## config.mk

```make
export PLATFORM = sky130hd
export DESIGN_NAME = bu8_step
export DESIGN_NICKNAME = d
export VERILOG_FILES = /design/src/hdl/bu8_pkg.sv /design/src/hdl/bu8_step.sv
export SDC_FILE = /design/constraint.sdc
export NUM_CORES = 1
export LEC_CHECK = 0
export CORE_MARGIN = 2
export CORE_UTILIZATION = 32
export DETAILED_ROUTE_END_ITERATION = 12
export DONT_BUFFER_PORTS = 1
export PLACE_DENSITY = 0.48
export SYNTH_ARGS = -nofsm -noshare
export SYNTH_HDL_FRONTEND = slang
export SYNTH_SLANG_ARGS = --single-unit
```

## constraint.sdc

```tcl
create_clock -name vclk -period 11
set_clock_uncertainty 0.1 [all_clocks]
set_input_delay 2.2 -clock vclk [all_inputs]
set_output_delay 2.2 -clock vclk [all_outputs]
set_load 0.005 [all_outputs]
```

## src/hdl/bu8_pkg.sv

```systemverilog
`default_nettype none

package bu8_pkg;

   // Item kinds carried in req_tuser
   localparam logic [1:0] KIND_INNER  = 2'd0;
   localparam logic [1:0] KIND_FINAL  = 2'd1;
   localparam logic [1:0] KIND_EMPTY  = 2'd2;
   localparam logic [1:0] KIND_UNUSED = 2'd3;

   localparam int KIND_W     = 2;
   localparam int BYTE_W     = 8;
   localparam int CP_W       = 21;
   localparam int CSR_DATA_W = 16;
   localparam int CSR_IDX_W  = 1;

   // Configuration register indexes
   localparam logic [CSR_IDX_W-1:0] CSR_MAX_LENGTH = 1'b0;
   localparam logic [CSR_IDX_W-1:0] CSR_EMPTY_OK   = 1'b1;

   localparam logic [CSR_DATA_W-1:0] MAX_LENGTH_RESET = 16'd256;
   localparam logic                  EMPTY_OK_RESET   = 1'b0;
   localparam int                    LENGTH_BITS_DEFAULT = 16;

   // Byte classes
   localparam logic [BYTE_W-1:0] CTRL_LIMIT = 8'h20;
   localparam logic [BYTE_W-1:0] DEL_BYTE   = 8'h7F;
   localparam logic [BYTE_W-1:0] LEAD2_LO   = 8'hC2;
   localparam logic [BYTE_W-1:0] LEAD2_HI   = 8'hDF;
   localparam logic [BYTE_W-1:0] LEAD3_LO   = 8'hE0;
   localparam logic [BYTE_W-1:0] LEAD3_HI   = 8'hEF;
   localparam logic [BYTE_W-1:0] LEAD4_LO   = 8'hF0;
   localparam logic [BYTE_W-1:0] LEAD4_HI   = 8'hF4;

   // Code point limits
   localparam logic [CP_W-1:0] CP_MIN3  = 21'h000800;
   localparam logic [CP_W-1:0] CP_MIN4  = 21'h010000;
   localparam logic [CP_W-1:0] SURR_LO  = 21'h00D800;
   localparam logic [CP_W-1:0] SURR_HI  = 21'h00DFFF;
   localparam logic [CP_W-1:0] CP_MAX   = 21'h10FFFF;

   // Sequence state of the string being checked
   typedef struct packed {
      logic [1:0]      pending;
      logic [1:0]      seq_len;
      logic [CP_W-1:0] cp_acc;
      logic            reject;
   } seq_state_type;

   localparam seq_state_type SEQ_CLEAR = '{pending: 2'd0, seq_len: 2'd0,
                                           cp_acc: '0, reject: 1'b0};

endpackage

`default_nettype wire

```

## src/hdl/bu8_step.sv

```systemverilog
`default_nettype none

module bu8_step #(
   parameter int LENGTH_BITS = bu8_pkg::LENGTH_BITS_DEFAULT
) (
   input  wire bu8_pkg::seq_state_type         cur_state,
   input  wire logic [LENGTH_BITS:0]           cur_count,
   input  wire logic [1:0]                     kind,
   input  wire logic [7:0]                     data_byte,
   input  wire logic [bu8_pkg::CSR_DATA_W-1:0] max_length,
   input  wire logic                           empty_ok,
   output bu8_pkg::seq_state_type              nxt_state,
   output logic [LENGTH_BITS:0]                nxt_count,
   output logic                                has_rsp,
   output logic                                rsp_accepted
);
   import bu8_pkg::*;

   localparam int CNT_W = LENGTH_BITS + 1;
   localparam int CMP_W = (CNT_W > CSR_DATA_W) ? CNT_W : CSR_DATA_W;

   seq_state_type     tk_state;
   logic [CNT_W-1:0]  tk_count;
   logic [CP_W-1:0]   cp_shift;
   logic [1:0]        pend_dec;
   logic              len_ok;

   // Byte update, as if the byte were taken
   always_comb begin
      tk_state = cur_state;
      tk_count = (cur_count != {CNT_W{1'b1}}) ? cur_count + 1'b1 : cur_count;
      cp_shift = {cur_state.cp_acc[CP_W-7:0], data_byte[5:0]};
      pend_dec = cur_state.pending - 2'd1;

      if (data_byte < CTRL_LIMIT || data_byte == DEL_BYTE) begin
         tk_state.reject = 1'b1;
      end

      if (cur_state.pending == 2'd0) begin
         if (data_byte <= DEL_BYTE) begin
            // plain ASCII, nothing to open
         end else if (data_byte >= LEAD2_LO && data_byte <= LEAD2_HI) begin
            tk_state.pending = 2'd1;
            tk_state.seq_len = 2'd1;
            tk_state.cp_acc  = {{(CP_W-5){1'b0}}, data_byte[4:0]};
         end else if (data_byte >= LEAD3_LO && data_byte <= LEAD3_HI) begin
            tk_state.pending = 2'd2;
            tk_state.seq_len = 2'd2;
            tk_state.cp_acc  = {{(CP_W-4){1'b0}}, data_byte[3:0]};
         end else if (data_byte >= LEAD4_LO && data_byte <= LEAD4_HI) begin
            tk_state.pending = 2'd3;
            tk_state.seq_len = 2'd3;
            tk_state.cp_acc  = {{(CP_W-3){1'b0}}, data_byte[2:0]};
         end else begin
            tk_state.reject = 1'b1;
         end
      end else if (data_byte[7:6] != 2'b10) begin
         // bad continuation: close the open sequence
         tk_state.reject  = 1'b1;
         tk_state.pending = 2'd0;
         tk_state.seq_len = 2'd0;
         tk_state.cp_acc  = '0;
      end else begin
         tk_state.pending = pend_dec;
         tk_state.cp_acc  = cp_shift;
         if (pend_dec == 2'd0) begin
            if ((cur_state.seq_len == 2'd2 && cp_shift < CP_MIN3) ||
                (cur_state.seq_len == 2'd3 && cp_shift < CP_MIN4) ||
                (cp_shift >= SURR_LO && cp_shift <= SURR_HI) ||
                cp_shift > CP_MAX) begin
               tk_state.reject = 1'b1;
            end
            tk_state.seq_len = 2'd0;
            tk_state.cp_acc  = '0;
         end
      end
   end

   assign len_ok = CMP_W'(tk_count) <= CMP_W'(max_length);

   always_comb begin
      nxt_state    = cur_state;
      nxt_count    = cur_count;
      has_rsp      = 1'b0;
      rsp_accepted = 1'b0;
      unique case (kind)
         KIND_INNER: begin
            nxt_state = tk_state;
            nxt_count = tk_count;
         end
         KIND_FINAL: begin
            nxt_state    = SEQ_CLEAR;
            nxt_count    = '0;
            has_rsp      = 1'b1;
            rsp_accepted = !tk_state.reject && tk_state.pending == 2'd0 && len_ok;
         end
         KIND_EMPTY: begin
            nxt_state    = SEQ_CLEAR;
            nxt_count    = '0;
            has_rsp      = 1'b1;
            rsp_accepted = empty_ok;
         end
         default: begin
            // unused kind: no result, state holds
         end
      endcase
   end

endmodule

`default_nettype wire

```

Yosys cells after proc, flatten, opt, wreduce, memory -nomap -nowiden
Index checks and enable logic that the tools add are counted.
W data, S select, Z words.
{ "totals": {"register_bits": 0, "out_inout_bits": 45} }
{ "op_classes": {"order_cmp": 14, "n_eq_ne": 7, "add_sub_neg": 2, "reduce_logical": 18, "mux": 17} }
{ "op_table": {"columns": ["op", "count"], "rows": [
  ["$mux W26", 3],
  ["$mux W25", 3],
  ["$pmux W26 S2", 1],
  ["$pmux W17 S2", 1],
  ["$ge A8 B8 Y1 const B", 3],
  ["$le A8 B8 Y1 const B", 3],
  ["$mux W24", 1],
  ["$ge A21 B16 Y1 const B", 1],
  ["$gt A21 B21 Y1 const B", 1],
  ["$le A21 B16 Y1 const B", 1],
  ["$lt A21 B12 Y1 const B", 1],
  ["$lt A21 B17 Y1 const B", 1],
  ["$add A17 B1 Y17 const B", 1],
  ["$le A17 B16 Y1", 1],
  ["$mux W17", 1],
  ["$ne A17 B17 Y1 const B", 1],
  ["$eq A8 B7 Y1 const B", 1],
  ["$le A8 B7 Y1 const B", 1],
  ["$logic_and A1 B1 Y1", 8],
  ["$logic_not A2 Y1", 4],
  ["$lt A8 B6 Y1 const B", 1],
  ["$eq A2 B2 Y1 const B", 3],
  ["$mux W1", 6],
  ["$logic_or A1 B1 Y1", 4],
  ["other kinds (6)", 6]
]} }

Logic depth before layout (Yosys ltp)
Gate-level depths: netlist of the first run.
{ "depth": {"ltp_word": 13, "depth_mapped": 15, "depth_no_buf": 14} }

Worst setup path after synthesis of the first run
OpenSTA, ideal clock, no wires.
{ "synth_path": {"path_kind": "in2out", "startpoint": "input cur_count[8]", "endpoint": "output rsp_accepted", "cell_stages": 14, "arrival_time_ps": 4743, "setup_slack_ps": 3957, "cell_sequence": "buf_2 > and4_1 > nand4_2 > o21bai_4 > nor2_2 > and3_4 > xor2_1 > ha_1 > nand3_1 > nor4_1 > o31ai_1 > o311ai_0 > o211ai_1 > a31o_2"} }
{ "synth_between": {"elab_chain_cells": 5} }
{ "synth_rtl": {"columns": ["element", "line_no", "text"], "rows": [
  ["start: declaration", "bu8_step.sv:7", "input wire logic [LENGTH_BITS:0] cur_count,"],
  ["$add A17 B1 Y17 / $ne A17 B17 Y1 (equally long branches)", "bu8_step.sv:31", "tk_count = (cur_count != {CNT_W{1'b1}}) ? cur_count + 1'b1 : cur_count;"],
  ["$mux W17 (*)", "bu8_step.sv:31", null],
  ["$le A17 B16 Y1 (*)", "bu8_step.sv:79", "assign len_ok = CMP_W'(tk_count) <= CMP_W'(max_length);"],
  ["$logic_and A1 B1 Y1 (*)", "bu8_step.sv:95", "rsp_accepted = !tk_state.reject && tk_state.pending == 2'd0 && len_ok;"],
  ["$pmux W1 S2 (*)", "bu8_step.sv:86", "unique case (kind)"],
  ["end: declaration", "bu8_step.sv:15", "output logic rsp_accepted"]
]} }
Mark *: on every way between the ends. The rest lies on a longest branch, timed or not.

Final worst setup path of the first run
{ "layout_path": {"startpoint": "input cur_count[0]", "endpoint": "output rsp_accepted"} }
Same word-level chain as after synthesis.

==> results of run 1 <==
-- worst max path at each step --
stage | startpoint | end | slack (ps) | cells after the start
floorplan | cur_count[8] | rsp_accepted | 3960 | 14
global placement | cur_count[0] | rsp_accepted | 3690 | 14
detailed placement | cur_count[0] | rsp_accepted | 3560 | 14
CTS | cur_count[0] | rsp_accepted | 3550 | 14
global route | cur_count[0] | rsp_accepted | 3240 | 14
finish | cur_count[0] | rsp_accepted | 3570 | 14
-- Yosys cell counts (2+ instances only) --
cell type  number
nand2_1        48
a32o_1          3
nor2_1         30
o21a_1          3
nor3_1         10
a22oi_1         7
o311ai_0        6
nand3_1        15
xnor2_1         4
ha_1           23
o21ai_0        33
inv_1          24
clkbuf_1        8
buf_2           4
and2_1          5
a21oi_1        17
a22o_1         15
o31ai_1         5
nor4_1          4
and3_1          5
xor2_1          7
nand4_2         2
o211ai_1        2
mux2i_1         4
a32oi_1         3
or4_1           2
-- cell families after synthesis --
kind of cell               count (synthesis)  synth area share [%]
xor gates and xnor gates                  11                  4.99
muxes                                      5                  2.66
AOI/OAI and AO/OA                        107                  38.0
buffers and inverters                     38                  8.04
adders and majority gates                 23                  14.9
and+or+nand+nor                          129                  31.4
-- stage by stage --
step / setup WS (ps) / instance area, um^2 / hold slack [ps] / util, % / total power, mW
detailed placement: 3560 / 1970 / 4420 / 33.5 / 0.0567
CTS: 3550 / 1970 / 4420 / 33.5 / 0.0570
global placement: 3690 / 1970 / 4420 / 33.5 / 0.0569
floorplan: 3960 / 1930 / 4410 / - / 0.0463
global route: 3240 / 1970 / 4430 / 33.5 / 0.0650
finish: 3570 / 1970 / 4420 / 33.5 / 0.0563
-- power groups by stage --
stage	Clock [mW]	Combinational, mW	Sequential [mW]
final	0	0.0563	0
after detailed placement	0	0.0567	0
after global routing	0	0.0650	0
after floorplan	0	0.0463	0
after global placement	0	0.0569	0
after CTS	0	0.0570	0
-- final cells by class --
type	count	share of cell area, %
inverter	25	4.76
timing repair buffer	1	0.381
multi-input combinational	275	90.1
tap	75	4.76
-- metal layers --
layer | part of all wire [%] | routed length (um) | global-route usage [%]
met2 | 45 | 3020 | 30.4
met1 | 47 | 3120 | 26.3
met4 | 0.66 | 44 | 1.33
met5 | 0 | 0 | 0
met3 | 6.9 | 457 | 2.42
-- worst max-delay path, stage by stage --
cell and delay [ps]:
ha_1 200, nand2_1 110, or2_1 270, o21bai_4 140, nor2_2 310, and3_4 250, xor2_1 60, ha_1 280
nand3_1 140, nor4_1 400, o31ai_1 120, o311ai_0 110, o211ai_1 220, a31o_2 300
==> metrics, run 1 <==
average wire per standard cell=17.7 um; Synth Area per Inst=6.16 um^2; DP HPWL=5370 um; Hold/Removal Path Class=input pin to primary output; global-route wire length before repair=9950 um; Post-Syn Instances=313; register area=0 um^2; Peak VDD IR=13.2 uV; FP Rows=28; Total GRT Usage=18.4%; Tcrit/Tclk final=67.5%; ratio of cells with drive above 1 in the final layout=3.32%; WHS Endpoint=nxt_count[3]; crit path max fanout=8; Pwr Density=28.6 nW/um^2; Core Box Area=5890 um^2; Unique masters post-synth=50; initial core utilization=32.8%; # nets final=396; Synth area leader=ha_1; Fin. Hold Viols=0; drt pass-1 iters=5; Routed Antenna Nets=0; final wirelength=6640 um; status=finished clean; hold-fix buffers at CTS=0; I/O Buffers=0; top cells by area, synth=ha_1, nand2_1, o21ai_0; commonest non-fill, non-tap cell in the layout=nand2_1; Yosys warnings=0; max-slew violations=0; P_leak=0.812 nW; Die ar.=6670 um^2; Sequential Power Share=0%; most frequent cells in the layout=nand2_1, o21ai_0, nor2_1, inv_1, ha_1; FFs & Latches=0; maxcap violations=0; beginning of the worst hold path=cur_count[3]; Crit path required time=8700 ps; detailed-route DRC error count=0; Int Pwr=0.0225 mW; Setup crit end kind=primary output; Comb pwr share=100.0%; top-area cell type share of the netlist area=14.9%; initial DRC count=161; vias per inst=5.94; # IOs=115; sequential area share after synthesis=0%; Post-CTS Setup Repair Bufs=0; pin count of the biggest net entering global routing=42; GP Congestion=0.843; Sw Share=60.0%; Cell Area, Synth=1930 um^2; # resized after CTS=0; n_diodes=0; Slew @ Worst Pin=611 ps; worst hold path cell count=2; area of the multi-input gates=1770 um^2; critical path class=input pin to primary output; Vias=2234; Synth-to-Final Area Change=2.08%; fmax=135 MHz; switching pwr=0.0338 mW; syn nets=406; Tmin final=7430 ps; Rel. slew slack=58.8%; fillers=670; crit path launch type=input pin; initial antenna violation count=0; placed cells=376; clock buf count=0; Clk pwr share=0%; vias in the first global route=2065; Die Y=81.7 um; die width=81.7 um; Overflow after GRT=0; TNS Setup=0 ps; Layout Cells excl Fill=376; # setup viols final=0; CP arrival=5130 ps; unrepaired setup endpoints after global routing=no
No activity file was read; power rests on OpenSTA's default activity.
==> run 2: changes to the inputs <==
--- a/config.mk
+++ b/config.mk
@@ -5,6 +5,7 @@
 export SDC_FILE = /design/constraint.sdc
 export NUM_CORES = 1
 export LEC_CHECK = 0
+export ABC_AREA = 1
 export CORE_MARGIN = 2
 export CORE_UTILIZATION = 32
 export DETAILED_ROUTE_END_ITERATION = 12
==> constraint.sdc (replaced) <==
create_clock -name vclk -period 7.2
set_clock_uncertainty 0.1 [all_clocks]
set_input_delay 1.44 -clock vclk [all_inputs]
set_output_delay 1.44 -clock vclk [all_outputs]
set_load 0.005 [all_outputs]
==> run 2 against run 1 <==
Effect of this change: non-clock buffer count up 1; clock-buffer cell count unchanged; synthesized cell count increased by 24%; design area up 14%; worst hold slack lost 1500 ps; critical path depth shrank 8; highest routed layer unchanged.
==> metrics, run 2 <==
status=finished clean; most frequent cells after synthesis=inv_1, nand2_1, a21oi_1; # nets final=474 (+20%); Die Y=86.8 um (+6.3%); Place WS=1630 ps (-1930 ps); hold-fix buffers at CTS=0 (unchanged); # resized after CTS=0 (unchanged); die width=86.8 um (+6.3%); most frequent cells in the layout=inv_1, nand2_1, a21oi_1, o21ai_0, nor2_1; Tmin final=5570 ps; # setup viols final=0 (unchanged); final wirelength=7700 um (+16%); clock buf count=0 (unchanged); syn nets=482 (+19%); initial antenna violation count=0 (unchanged); n_diodes=0 (unchanged); Crit path required time=5660 ps (-3040 ps); Worst Slack Setup Final=1630 ps (-1940 ps); WHS=2880 ps (-1530 ps); Fin. Hold Viols=0 (unchanged); critical path's largest stage delay=650 ps (+250 ps); fmax=180 MHz; pin count of the biggest net entering global routing=28 (-33%); Hold/Removal Path Class=input pin to primary output; slowest CP cell=clkinv_1; Peak VDD IR=18.6 uV (+41%); Pwr Density=49.2 nW/um^2 (+72%); FP Rows=30 (+7.1%); Setup crit end kind=primary output; CP Cell Sequence=ha_1 -> inv_1 -> nand2_1 -> clkinv_1 -> o21ai_0 -> o32ai_1; drt pass-1 iters=4 (-1); Unique masters post-synth=42 (-16%); area of the multi-input gates=1850 um^2 (+4.2%); FFs & Latches=0 (unchanged); crit path max fanout=27 (+19); DP HPWL=6330 um (+18%); vias per inst=5.56 (-6.4%); P_leak=1.07 nW (+31%); Total GRT Usage=19.0% (+0.62 points); overall power=0.110 mW (+96%); vias in the first global route=2279 (+10%); Synth Area per Inst=5.64 um^2 (-8.6%); sequential area share after synthesis=0% (unchanged); most frequent cell after synthesis=inv_1; maxcap violations=0 (unchanged); Core Box Area=6720 um^2 (+14%); unrepaired setup endpoints after global routing=no; Routed Antenna Nets=0 (unchanged); CP endpoint=nxt_state[7]; TNS Setup=0 ps (unchanged); register area=0 um^2 (unchanged); Synth area leader=ha_1; GP Congestion=0.920 (+9.1%); top-area cell type share of the netlist area=13.1% (-1.8 points); Yosys warnings=0 (unchanged); Overflow after GRT=0 (unchanged); Slew @ Worst Pin=812 ps (+201 ps); Vias=2553 (+14%); Synth-to-Final Area Change=2.40%; # IOs=115 (unchanged); Rel. slew slack=45.5% (-13 points); critical path class=input pin to primary output; Placed Area=2240 um^2 (+14%); crit path launch type=input pin; Tcrit/Tclk final=77.3%; ratio of cells with drive above 1 in the final layout=10.0% (+6.7 points); initial core utilization=32.6% (-0.15 points); global-route wire length before repair=11700 um (+17%); Die ar.=7530 um^2 (+13%); top cells by area, synth=ha_1, inv_1, nand2_1; I/O Buffers=0 (unchanged); CP arrival=4030 ps (-1100 ps); cell area after layout=2240 um^2 (+14%); Crit. Startpoint=kind[0]; detailed-route DRC error count=0 (unchanged); max-slew violations=0 (unchanged); Post-Syn Instances=389 (+24%); fillers=777 (+16%); initial DRC count=199 (+24%); average wire per standard cell=16.8 um (-5.0%); Post-CTS Setup Repair Bufs=0 (unchanged); commonest non-fill, non-tap cell in the layout=inv_1; Cell Area, Synth=2190 um^2 (+14%)
run 2: how the worst min path moves through the flow:
stage                  startpoint       endpoint  cells after the start
floorplan           cur_count[10]  nxt_count[10]                      2
global placement    cur_count[10]  nxt_count[10]                      2
detailed placement  cur_count[10]  nxt_count[10]                      2
CTS                 cur_count[10]  nxt_count[10]                      2
global route        cur_count[13]  nxt_count[13]                      2
finish              cur_count[10]  nxt_count[10]                      2
run 2: area by class of cell:
class	count	share of cell area (%)
Tap cell	80	4.46
Inverter	75	12.5
Multi-Input combinational cell	302	82.3
Timing Repair Buffer	2	0.669
run 2: through the flow:
stage | util (%) | instances
final | 33.4 | 459
after global routing | 33.4 | 459
after CTS | 33.4 | 459
after detailed placement | 33.4 | 459
after global placement | 33.4 | 459
after floorplan | - | 389
run 2: power by group:
part           internal [mW]  total (mW)  switching [mW]
Combinational         0.0379       0.110          0.0725
Sequential                 0           0               0
Clock                      0           0               0
run 2: kinds of logic (layout without fill, tap and decap cells):
family	count (synthesis)	count (layout)	synth area share [%]
simple gates	160	160	36.9
compound gates	108	108	29.2
buf+inv	87	77	15.7
fa+ha+maj	23	23	13.1
xor+xnor	11	11	5.08
run 2: layer usage:
metal	vias to the layer above	track usage, %	part of all wire [%]
met5	-	0	0
met2	95	29.6	45
li1	1299	-	-
met3	4	2.95	6.8
met1	1155	28.5	47
met4	0	1.42	0.84
run 2: worst max-delay path, delay by kind of cell:
family / cells / cell delay (ps)
compound gates: 2 / 560
fa+ha+maj: 1 / 180
buf+inv: 2 / 1210
simple gates: 1 / 620
